File: src/lrcf_pkg.sv
// ----------------------------------------------------------------------------
// lrcf_pkg
// Shared constants, codes and types of the RGBW cross-fade engine.
// ----------------------------------------------------------------------------
package lrcf_pkg;

   localparam int NUM_LEDS = 64;
   localparam int LED_AW   = (NUM_LEDS > 1) ? $clog2(NUM_LEDS) : 1;

   localparam logic [31:0] RESET_MIN_COLOR = 32'h0000_0000;
   localparam logic [31:0] RESET_MAX_COLOR = 32'hFFFF_FFFF;
   localparam logic [15:0] RESET_MIN_TICKS = 16'd30;
   localparam logic [15:0] RESET_MAX_TICKS = 16'd300;
   localparam logic [15:0] RESET_END_TICK  = 16'hFFFF;

   // Configuration register indexes.
   localparam logic [1:0] CSR_MIN_COLOR = 2'd0;
   localparam logic [1:0] CSR_MAX_COLOR = 2'd1;
   localparam logic [1:0] CSR_MIN_TICKS = 2'd2;
   localparam logic [1:0] CSR_MAX_TICKS = 2'd3;

   // Request operations.
   localparam logic OP_ADVANCE = 1'b0;
   localparam logic OP_INIT    = 1'b1;

   // Draw slots and interpolation lanes.
   localparam logic [2:0] DRAW_RED    = 3'd0;
   localparam logic [2:0] DRAW_GREEN  = 3'd1;
   localparam logic [2:0] DRAW_BLUE   = 3'd2;
   localparam logic [2:0] DRAW_WHITE  = 3'd3;
   localparam logic [2:0] DRAW_TICKS  = 3'd4;
   localparam logic [2:0] LAST_LANE   = 3'd3;

   // Divider: 32-bit dividend, 16-bit divisor, four quotient bits a cycle.
   localparam int DIV_BITS_PER_CYCLE = 4;
   localparam int DIV_CYCLES         = 32 / DIV_BITS_PER_CYCLE;
   localparam int DIV_CNT_W          = $clog2(DIV_CYCLES);

   typedef struct packed {
      logic [31:0] start_color;
      logic [31:0] target_color;
      logic [15:0] step_count;
      logic [15:0] end_tick;
      logic [31:0] current_color;
   } entry_type;

   localparam int ENTRY_W = $bits(entry_type);

   typedef struct packed {
      logic       accept;
      logic       load;
      logic       mul;
      logic       div_start;
      logic       draw;
      logic [2:0] idx;
      logic       capture;
      logic       retarget;
      logic       write;
      logic       rsp_load;
   } cmd_type;

   typedef struct packed {
      logic in_range;
      logic op_init;
      logic cnt_at_end;
      logic div_done;
   } status_type;

endpackage

File: src/lrcf_ctrl.sv
// ----------------------------------------------------------------------------
// lrcf_ctrl
// Sequencer for one request: state read, four lane interpolations (advance),
// five draws (init or retarget), state write-back and response handoff.
// ----------------------------------------------------------------------------
module lrcf_ctrl (
   input  logic                 clock,
   input  logic                 reset,
   input  lrcf_pkg::status_type status,
   output lrcf_pkg::cmd_type    cmd,
   input  logic                 req_valid,
   output logic                 req_ready,
   output logic                 rsp_valid,
   input  logic                 rsp_ready
);

   typedef enum logic [6:0] {
      S_IDLE   = 7'b0000001,
      S_LOAD   = 7'b0000010,
      S_MUL    = 7'b0000100,
      S_DSTART = 7'b0001000,
      S_DWAIT  = 7'b0010000,
      S_WRITE  = 7'b0100000,
      S_RESP   = 7'b1000000
   } state_type;

   state_type   state_ff, state_in;
   logic        draw_ff, draw_in;
   logic [2:0]  idx_ff, idx_in;
   logic        rsp_valid_ff, rsp_valid_in;

   always_comb begin
      state_in      = state_ff;
      draw_in       = draw_ff;
      idx_in        = idx_ff;
      rsp_valid_in  = rsp_valid_ff;
      cmd           = '0;
      cmd.draw      = draw_ff;
      cmd.idx       = idx_ff;
      req_ready     = 1'b0;
      if (rsp_valid_ff && rsp_ready) begin
         rsp_valid_in = 1'b0;
      end
      case (state_ff)
         S_IDLE: begin
            req_ready = 1'b1;
            if (req_valid) begin
               cmd.accept = 1'b1;
               state_in   = S_LOAD;
            end
         end
         S_LOAD: begin
            cmd.load = 1'b1;
            idx_in   = '0;
            if (!status.in_range) begin
               state_in = S_RESP;
            end else if (status.op_init) begin
               cmd.retarget = 1'b1;
               draw_in      = 1'b1;
               state_in     = S_DSTART;
            end else begin
               draw_in  = 1'b0;
               state_in = S_MUL;
            end
         end
         S_MUL: begin
            cmd.mul  = 1'b1;
            state_in = S_DSTART;
         end
         S_DSTART: begin
            cmd.div_start = 1'b1;
            state_in      = S_DWAIT;
         end
         S_DWAIT: begin
            if (status.div_done) begin
               cmd.capture = 1'b1;
               if (draw_ff) begin
                  if (idx_ff == lrcf_pkg::DRAW_TICKS) begin
                     state_in = S_WRITE;
                  end else begin
                     idx_in   = idx_ff + 3'd1;
                     state_in = S_DSTART;
                  end
               end else if (idx_ff == lrcf_pkg::LAST_LANE) begin
                  // The count is compared before the fade restarts.
                  if (status.cnt_at_end) begin
                     cmd.retarget = 1'b1;
                     draw_in      = 1'b1;
                     idx_in       = '0;
                     state_in     = S_DSTART;
                  end else begin
                     state_in = S_WRITE;
                  end
               end else begin
                  idx_in   = idx_ff + 3'd1;
                  state_in = S_MUL;
               end
            end
         end
         S_WRITE: begin
            cmd.write = 1'b1;
            state_in  = S_RESP;
         end
         S_RESP: begin
            if (!rsp_valid_ff || rsp_ready) begin
               cmd.rsp_load = 1'b1;
               rsp_valid_in = 1'b1;
               state_in     = S_IDLE;
            end
         end
         default: begin
            state_in = S_IDLE;
         end
      endcase
   end

   always_ff @(posedge clock) begin
      if (reset) begin
         state_ff     <= S_IDLE;
         draw_ff      <= 1'b0;
         idx_ff       <= '0;
         rsp_valid_ff <= 1'b0;
      end else begin
         state_ff     <= state_in;
         draw_ff      <= draw_in;
         idx_ff       <= idx_in;
         rsp_valid_ff <= rsp_valid_in;
      end
   end

   assign rsp_valid = rsp_valid_ff;

endmodule

File: config.mk
export PLATFORM = sky130hd
export DESIGN_NAME = lrcf_ctrl
export DESIGN_NICKNAME = d
export VERILOG_FILES = /design/src/lrcf_pkg.sv /design/src/lrcf_ctrl.sv
export SDC_FILE = /design/constraint.sdc
export NUM_CORES = 1
export LEC_CHECK = 0
export ABC_CLOCK_PERIOD_IN_PS = 2600
export BUFFER_PORTS_ARGS = -buffer_cell sky130_fd_sc_hd__buf_2
export CORE_MARGIN = 4
export CORE_UTILIZATION = 54
export CTS_BUF_LIST = sky130_fd_sc_hd__clkbuf_2 sky130_fd_sc_hd__clkbuf_4 sky130_fd_sc_hd__clkbuf_8
export CTS_CLUSTER_SIZE = 28
export DETAILED_ROUTE_END_ITERATION = 7
export GPL_TIMING_DRIVEN = 0
export PLACE_DENSITY = 0.91
export SETUP_SLACK_MARGIN = 0.3
export SLEW_MARGIN = 15
export SYNTH_ARGS = -nofsm -noshare
export SYNTH_HDL_FRONTEND = slang
export SYNTH_SLANG_ARGS = --single-unit
export TNS_END_PERCENT = 30
File: constraint.sdc
create_clock -name clock -period 2.6 [get_ports clock]
set_clock_uncertainty 0.15 [all_clocks]
set_input_delay 0.39 -clock clock [delete_from_list [all_inputs] [get_ports clock]]
set_output_delay 0.39 -clock clock [all_outputs]
set_load 0.03 [all_outputs]
==> flow_metrics.py, run 1 <==
metrics = {
    "run_status": {
        "status": "finished, final reports clean",
    },
    "clocking": {
        "cts.sinks": 12,
        "cts_buffers": 3,
        "htreeDepth": 1,
        "clk_latency_ns": 0.28,
        "cts_tree": "yes",
        "postCtsHoldBufs": 0,
        "cts-root-buf": "clkbuf_4",
        "path_clk_slew_ns": 0.09,
        "clock_path_buffers": 2,
    },
    "logic_synthesis": {
        "syn-cell-area_um2": 846,
        "syn_avg_cell_area_um2": 8.13,
        "synth-seq-cells": 12,
        "synth_edf_count": 0,
        "ys_async_sr_fraction": 0,
        "synth_cell_types": 45,
        "synthesis.nets": 114,
        "synth_top_flop_cell": "dfxtp_1",
        "ys.warnings.count": 0,
        "synth_cells": 104,
        "ys_seq_area_frac": 0.284,
    },
    "power_and_ir_drop": {
        "leakage_uw": 0.000482,
        "pwr_density_cell_mw_per_mm2": 402,
        "ir_drop_uv": 396,
    },
    "sta": {
        "slew_viol_final": 0,
        "hold_slack_ns": 0.277,
        "setup_viol": 0,
        "period_share": 0.925,
        "post-route-min-period_ns": 2.40,
        "finalSetupTns_ns": 0,
        "relSlewSlack": 0.652,
        "fmaxAchievable_ghz": 0.416,
        "tightest_slew_ns": 0.515,
        "hold_viol": 0,
        "rsz0062_at_grt": "true",
        "setup_slack_ns": 0.196,
    },
    "worst_setup_path": {
        "critPathLaunch": "state_ff[3]",
        "regToRegStartpoint": "state_ff[1]",
        "worst_path_max_delay_cell": "dfxtp_1",
        "cp_cell_sequence": "buf_2 -> nor3_4 -> nand4b_1 -> inv_2 -> nand3_1 -> o31ai_1 -> buf_4",
        "rr_worst_depth": 5,
        "critical-path-max-stage-delay_ns": 0.32,
        "cp_data_required_time_ns": 2.06,
        "worstSetupStartpointType": "flip-flop",
        "reg2reg_slack_ns": 0.41,
        "r2r_end": "state_ff[2]",
        "end_kind": "output port",
        "endpoint": "cmd[2]",
        "cp.arrival_ns": 1.86,
        "path_max_fanout": 8,
        "critical_path_class": "flip-flop to output port",
    },
    "global_route": {
        "grt.overflow.total": 0,
        "track_usage": 0.237,
        "grt_max_degree": 11,
        "grt_pass1_vias": 828,
        "grt_pass1_wl_um": 3720,
        "antenna_found_initial": 0,
    },
    "detailed_routing": {
        "wl_um": 2640,
        "drc": 0,
        "drtPass1Iterations": 4,
        "wl_per_cell_um": 17.6,
        "viasPerCell": 6.52,
        "antenna_left": 0,
        "drt_iter0_drc": 80,
        "vias": 978,
    },
    "run": {
        "max-cap-violations": 0,
    },
    "finish": {
        "num_antenna_cells": 0,
        "mostFrequentLayoutCells": "19 x buf_2, 12 x dfxtp_1, 9 x nor2_1, 9 x a21oi_1, 8 x buf_4",
        "area_growth_pct": 29.3,
        "nets": 145,
        "drive_above_1_share": 0.336,
        "final_common_cell": "buf_2",
    },
    "placement": {
        "dp_hpwl_um": 1650,
        "place_ws_ns": 0.0820,
        "gp_congestion": 0.817,
        "port_buffers": 21,
    },
    "worst_hold_path": {
        "hold_path_class": "input pin to flip-flop",
    },
    "die": {
        "rows": 14,
        "coreArea_mm2": 0.00149,
        "die_x_um": 47.6,
        "dieArea_mm2": 0.00226,
        "ios": 22,
        "initial_core_util": 0.568,
        "die_h_um": 47.6,
    },
}
## flip-flops by register name (all words and copies together), names as in the netlist
| signal | flops |
|---|---|
| draw_ff | 1 |
| rsp_valid | 1 |
| idx_ff | 3 |
| state_ff | 7 |
## metal layers
layer  track usage  vias to the layer above  share of wire
li1              -                      447              -
met1         0.287                      453           0.37
met2         0.390                       65           0.50
met3        0.0639                       13          0.096
met4         0.108                        0          0.033
met5             0                        -              0
## Yosys cell counts, types with 2 or more instances
library cell   n  share of area
a211oi_1       2          0.018
nand2b_1       3          0.022
inv_1          8          0.036
nand2_1        2         0.0089
nor4_1         2          0.015
dfxtp_1       12           0.28
nor2_1        10          0.044
o21ai_0        2          0.012
and2_1         2          0.015
nor4b_1        2          0.021
o211ai_1       2          0.018
nor3_1         2          0.012
nor2b_1        3          0.022
ha_1           2          0.030
a21oi_1        9          0.053
clkbuf_1       5          0.022
nand3_1        7          0.041
mux2i_1        2          0.024
## metrics by stage
step                 util  instances  cell area (um^2)  power (uW)
floorplan               -        104               848         249
global placement    0.654        141               973         268
detailed placement  0.654        141               973         271
CTS                 0.703        147              1050         426
global route        0.734        150              1090         450
finish              0.734        150              1090         440
## cell type report
| cell class | count | area (um^2) |
|---|---|---|
| multi-input cells | 77 | 577 |
| clock buffers | 4 | 36.3 |
| fillers | 117 | 395 |
| plain buffers | 7 | 40.0 |
| inverters | 8 | 30.0 |
| flip-flops and latches | 12 | 240 |
| repair buffers | 26 | 150 |
| well taps | 16 | 20.0 |
## worst max-delay path: cells and delay by family, from the launching register on
family                 cells  cell delay [ns]
and+or+nand+nor            3             0.61
DFF                        1             0.32
buffers and inverters      3             0.53
AOI/OAI and AO/OA          1             0.13
## kinds of logic after synthesis
kind of cell | after synthesis | share of synthesized area
compound gates | 27 | 0.244
simple gates | 44 | 0.318
flops | 12 | 0.284
mux | 2 | 0.0237
xor+xnor | 2 | 0.0207
fa+ha+maj | 2 | 0.0296
buf+inv | 15 | 0.0799
## report_power, final
part / internal, uW / total, uW / switching (uW)
Sequential: 187 / 193 / 5.55
Combinational: 33.8 / 87.9 / 54.0
Clock: 85.2 / 159 / 73.7
Total: 306 / 440 / 133
## how the worst min path moves through the flow
| stage | from | end | cells past startpoint |
|---|---|---|---|
| after CTS | reset | state_ff[0] | 3 |
| after detailed placement | idx_ff[0] | idx_ff[0] | 2 |
| after floorplan | reset | state_ff[0] | 2 |
| after global placement | idx_ff[0] | idx_ff[0] | 2 |
| after global routing | reset | state_ff[0] | 3 |
| final | reset | state_ff[0] | 3 |
## timing repair
item,4_1_cts,5_1_grt
endpoints found under the setup margin,6,6
resized for setup,4,10
cloned,0,0
pin swaps,2,3
buffers inserted,2,3
(Power assumes the default switching activity.)
==> run 2, diff against run 1 <==
Settings changed: CORE_UTILIZATION 54 to 30, PLACE_DENSITY 0.91 to 0.6, REMOVE_ABC_BUFFERS set to 1.
==> run 2 against run 1 <==
  * Non-clock buffer count decreased by 10
  * Die area increased by 65%
  * Critical path type unchanged
  * Highest routed layer unchanged
  * Largest power group unchanged
  * Via count decreased by 11%
  * Cell area decreased by 5.6%
  * Critical endpoint unchanged
  * Count of clock-buffer cells in the layout decreased by 1
==> flow_metrics.py, run 2 (synthesis gave the netlist of run 1 again) <==
metrics = {
    "clocking": {
        "postCtsHoldBufs": 0,
        "cts-root-buf": "clkbuf_4",
        "cts_tree": "yes",
        "htreeDepth": 1,
        "clk_latency_ns": 0.27,
        "clock_path_buffers": 2,
        "path_clk_slew_ns": 0.07,
        "cts.sinks": 12,
        "cts_buffers": 3,
    },
    "sta": {
        "period_share": 0.877,
        "hold_slack_ns": 0.294,
        "finalSetupTns_ns": 0,
        "post-route-min-period_ns": 2.28,
        "rsz0062_at_grt": "true",
        "relSlewSlack": 0.617,
        "tightest_slew_ns": 0.566,
        "fmaxAchievable_ghz": 0.439,
        "setup_viol": 0,
        "hold_viol": 0,
        "slew_viol_final": 0,
    },
    "detailed_routing": {
        "drt_iter0_drc": 37,
        "wl_per_cell_um": 13.9,
        "vias": 869,
        "wl_um": 2130,
        "antenna_left": 0,
        "viasPerCell": 5.68,
        "drtPass1Iterations": 4,
        "drc": 0,
    },
    "global_route": {
        "track_usage": 0.123,
        "grt_pass1_vias": 770,
        "grt.overflow.total": 0,
        "grt_pass1_wl_um": 3390,
        "grt.met1_usage": 0.159,
        "grt_use_met3": 0.0189,
        "use_met2": 0.195,
        "antenna_found_initial": 0,
        "grt_max_degree": 13,
        "busiest_layer": "met2",
    },
    "placement": {
        "dp_hpwl_um": 1620,
        "port_buffers": 21,
        "gp_congestion": 0.843,
    },
    "finish": {
        "num_antenna_cells": 0,
        "largest_register_ffs": 7,
        "seq_area_um2": 246,
        "largest-register": "state_ff",
        "n_fill_cell": 257,
        "area_growth_pct": 22.0,
        "final_common_cell": "buf_2",
        "drive_above_1_share": 0.325,
        "multiInputGateArea_um2": 571,
        "reg.largest.list": "state_ff: 7 flops, idx_ff: 3 flops",
        "mostFrequentLayoutCells": "19 x buf_2, 9 x nor2_1, 9 x a21oi_1",
        "nets": 135,
    },
    "worst_setup_path": {
        "critical_path_class": "flip-flop to output port",
        "cp.arrival_ns": 1.74,
        "end_kind": "output port",
        "reg2reg_slack_ns": 0.51,
        "cp_data_required_time_ns": 2.06,
        "worstSetupStartpointType": "flip-flop",
        "path_max_fanout": 9,
    },
    "worst_hold_path": {
        "hold_path_class": "input pin to flip-flop",
    },
    "die": {
        "ios": 22,
        "coreArea_mm2": 0.00259,
        "die_x_um": 61.1,
        "dieArea_mm2": 0.00373,
        "rows": 18,
        "die_h_um": 61.1,
        "initial_core_util": 0.327,
    },
    "power_and_ir_drop": {
        "leakage_uw": 0.000440,
        "ir_drop_uv": 252,
        "pwr_density_cell_mw_per_mm2": 375,
    },
    "run_status": {
        "status": "finished, final reports clean",
    },
    "run": {
        "max-cap-violations": 0,
    },
}
run 2: changes by cell type in the layout (fill, tap and decap cells not counted), sizes merged:
cell / change
clkbuf: -6
buf: -5
run 2: cell type report:
type / count / area share
Clock buffer: 3 / 0.0218
Inverter: 8 / 0.0291
Multi-Input combinational cell: 77 / 0.553
Sequential cell: 12 / 0.239
Tap cell: 30 / 0.0364
Timing Repair Buffer: 23 / 0.121
run 2: report_power, final:
group / total (uW) / switching, uW / internal, uW
clock: 116 / 62.4 / 53.7
combinational: 75.1 / 43.7 / 31.4
sequential: 196 / 7.83 / 188
run 2: stage by stage:
| stage | std cells | worst slack [ns] | total power (uW) | cell area (um^2) | util |
|---|---|---|---|---|---|
| floorplan | 97 | 0.182 | 244 | 808 | - |
| global placement | 148 | 0.153 | 267 | 951 | 0.367 |
| detailed placement | 148 | 0.165 | 268 | 951 | 0.367 |
| CTS | 153 | 0.224 | 387 | 1010 | 0.391 |
| global route | 153 | 0.214 | 406 | 1030 | 0.399 |
| finish | 153 | 0.320 | 387 | 1030 | 0.399 |
run 2: worst max-delay path, cell delays in order, from the launching register on:
cell     delay [ns]
dfxtp_1        0.51
nor3b_2        0.31
nand3_1        0.17
o31ai_1        0.24
buf_2          0.24
run 2: routing by layer:
layer	up-vias	share of wire
met2	16	0.51
met1	419	0.45
met4	0	0.020
li1	430	-
met5	-	0
met3	4	0.026
run 2: repair_timing:
item	in CTS	in global routing
cloned	0	0
buffers inserted	2	0
hold endpoints to repair	0	0
setup endpoints to repair	4	5
resized for setup	5	8
pin swaps	3	0
run 2: worst paths after layout:
check | from | to | cells after the start
worst max-delay path | state_ff[4] | cmd[2] | 4
worst max register to register | state_ff[6] | state_ff[5] | 4
worst min-delay path | reset | state_ff[6] | 2
worst min register to register | idx_ff[0] | idx_ff[0] | 2
==> run 3, diff against run 2 <==
Settings changed: CELL_PAD_IN_SITES_DETAIL_PLACEMENT set to 0, CELL_PAD_IN_SITES_GLOBAL_PLACEMENT set to 2, PLACE_DENSITY 0.6 to 0.89.
==> run 3 against run 2 <==
  * Non-clock buffer count grew 4
  * Critical endpoint is now cmd[3]
  * Largest power group unchanged
  * Critical path depth shrank 1
  * Cell area rose by 4.0%
  * Worst hold slack better by 0.0028 ns
  * Count of clock-buffer cells in the layout unchanged
  * Critical path type unchanged
  * Combinational power increased by 4.7%
==> flow_metrics.py, run 3 (synthesis gave the netlist of run 1 again) <==
metrics = {
    "detailed_routing": {
        "vias": 869,
        "wl_um": 2280,
        "drtPass1Iterations": 4,
        "drc": 0,
        "antenna_left": 0,
        "wl_per_cell_um": 14.5,
        "drt_iter0_drc": 15,
        "viasPerCell": 5.54,
    },
    "power_and_ir_drop": {
        "intPower_uw": 274,
        "seqPwrFrac": 0.506,
        "pwr-share-clk": 0.289,
        "swShare": 0.288,
        "leakage_uw": 0.000457,
        "comb_power_share": 0.205,
        "power_uw": 384,
        "p_switching_uw": 111,
        "pwr_density_cell_mw_per_mm2": 358,
        "ir_drop_uv": 208,
    },
    "worst_setup_path": {
        "path_max_fanout": 8,
        "cp.arrival_ns": 1.80,
        "regToRegStartpoint": "state_ff[5]",
        "critical_path_class": "flip-flop to output port",
        "worstSetupStartpointType": "flip-flop",
        "end_kind": "output port",
        "critPathLaunch": "state_ff[5]",
        "cp_data_required_time_ns": 2.06,
    },
    "die": {
        "die_h_um": 61.1,
        "die_x_um": 61.1,
        "ios": 22,
        "coreArea_mm2": 0.00259,
        "rows": 18,
        "initial_core_util": 0.327,
        "dieArea_mm2": 0.00373,
    },
    "finish": {
        "final_core_util": 0.414,
        "n_fill_cell": 257,
        "num_antenna_cells": 0,
        "final_common_cell": "buf_2",
        "largest-register": "state_ff",
        "reg.largest.list": "state_ff: 7 flops, idx_ff: 3 flops",
        "mostFrequentLayoutCells": "18 x buf_2, 9 x nor2_1, 9 x a21oi_1, 9 x buf_4",
        "nets": 139,
        "area_growth_pct": 26.9,
        "drive_above_1_share": 0.354,
        "largest_register_ffs": 7,
    },
    "global_route": {
        "grt.overflow.total": 0,
        "grt_pass1_vias": 813,
        "grt_max_degree": 13,
        "track_usage": 0.135,
        "antenna_found_initial": 0,
        "grt_pass1_wl_um": 3770,
    },
    "run_status": {
        "status": "finished, final reports clean",
    },
    "sta": {
        "post-route-min-period_ns": 2.34,
        "finalSetupTns_ns": 0,
        "hold_slack_ns": 0.297,
        "rsz0062_at_grt": "true",
        "relSlewSlack": 0.569,
        "tightest_slew_ns": 0.638,
        "setup_slack_ns": 0.261,
        "slew_viol_final": 0,
        "hold_viol": 0,
        "setup_viol": 0,
        "period_share": 0.900,
        "fmaxAchievable_ghz": 0.428,
    },
    "placement": {
        "port_buffers": 21,
        "dp_hpwl_um": 1630,
        "place_ws_ns": 0.0825,
        "gp_congestion": 0.816,
    },
    "clocking": {
        "cts_buffers": 3,
        "clk_latency_ns": 0.27,
        "cts_tree": "yes",
        "clock_path_buffers": 2,
        "path_clk_slew_ns": 0.08,
        "cts-root-buf": "clkbuf_4",
        "htreeDepth": 1,
        "cts.sinks": 12,
    },
    "worst_hold_path": {
        "hold_path_class": "input pin to flip-flop",
        "hold_path_startpoint": "reset",
    },
    "run": {
        "max-cap-violations": 0,
    },
}
run 3: changes by cell type in the layout (fill, tap and decap cells not counted), sizes merged:
cell  delta
buf      +4
run 3: worst paths after layout:
kind	to	slack [ns]	cells past startpoint
worst min register to register	idx_ff[0]	0.39	2
worst max-delay path	cmd[3]	0.26	3
worst max register to register	state_ff[5]	0.48	4
worst min-delay path	idx_ff[2]	0.30	2
run 3: cell type report:
type	count	area, um^2	share of cell area
clock buffer	3	22.5	0.0210
inverter	8	30.0	0.0280
multi-input combinational	77	577	0.537
sequential	12	249	0.232
tap	30	37.5	0.0350
timing repair buffer	27	158	0.147
run 3: power groups by stage:
| stage | sequential [uW] | combinational (uW) | clock (uW) |
|---|---|---|---|
| after floorplan | 198 | 46.5 | 0 |
| after global placement | 199 | 69.0 | 0 |
| after detailed placement | 199 | 69.7 | 0 |
| after CTS | 195 | 75.6 | 117 |
| after global routing | 196 | 85.6 | 127 |
| final | 195 | 78.6 | 111 |
run 3: critical path, stage by stage (launching register included):
cell,delay [ns]
dfxtp_4,0.38
or4_4,0.58
nor4_4,0.34
buf_4,0.23
run 3: what timing repair did:
action,in CTS,in global routing
buffers inserted,2,4
endpoints found under the setup margin,4,5
gates resized for setup,7,10
pin swaps,3,2
hold buffers,0,0
run 3: stage by stage:
step	cells	cell area, um^2
floorplan	97	808
global route	157	1070
detailed placement	148	951
CTS	153	1020
global placement	148	951
finish	157	1070
run 3: metal layers:
| metal | vias to the layer above | GRT usage | part of all wire |
|---|---|---|---|
| li1 | 435 | - | - |
| met1 | 416 | 0.187 | 0.46 |
| met2 | 14 | 0.208 | 0.48 |
| met3 | 4 | 0.0147 | 0.034 |
| met4 | 0 | 0.0650 | 0.022 |
| met5 | - | 0 | 0 |
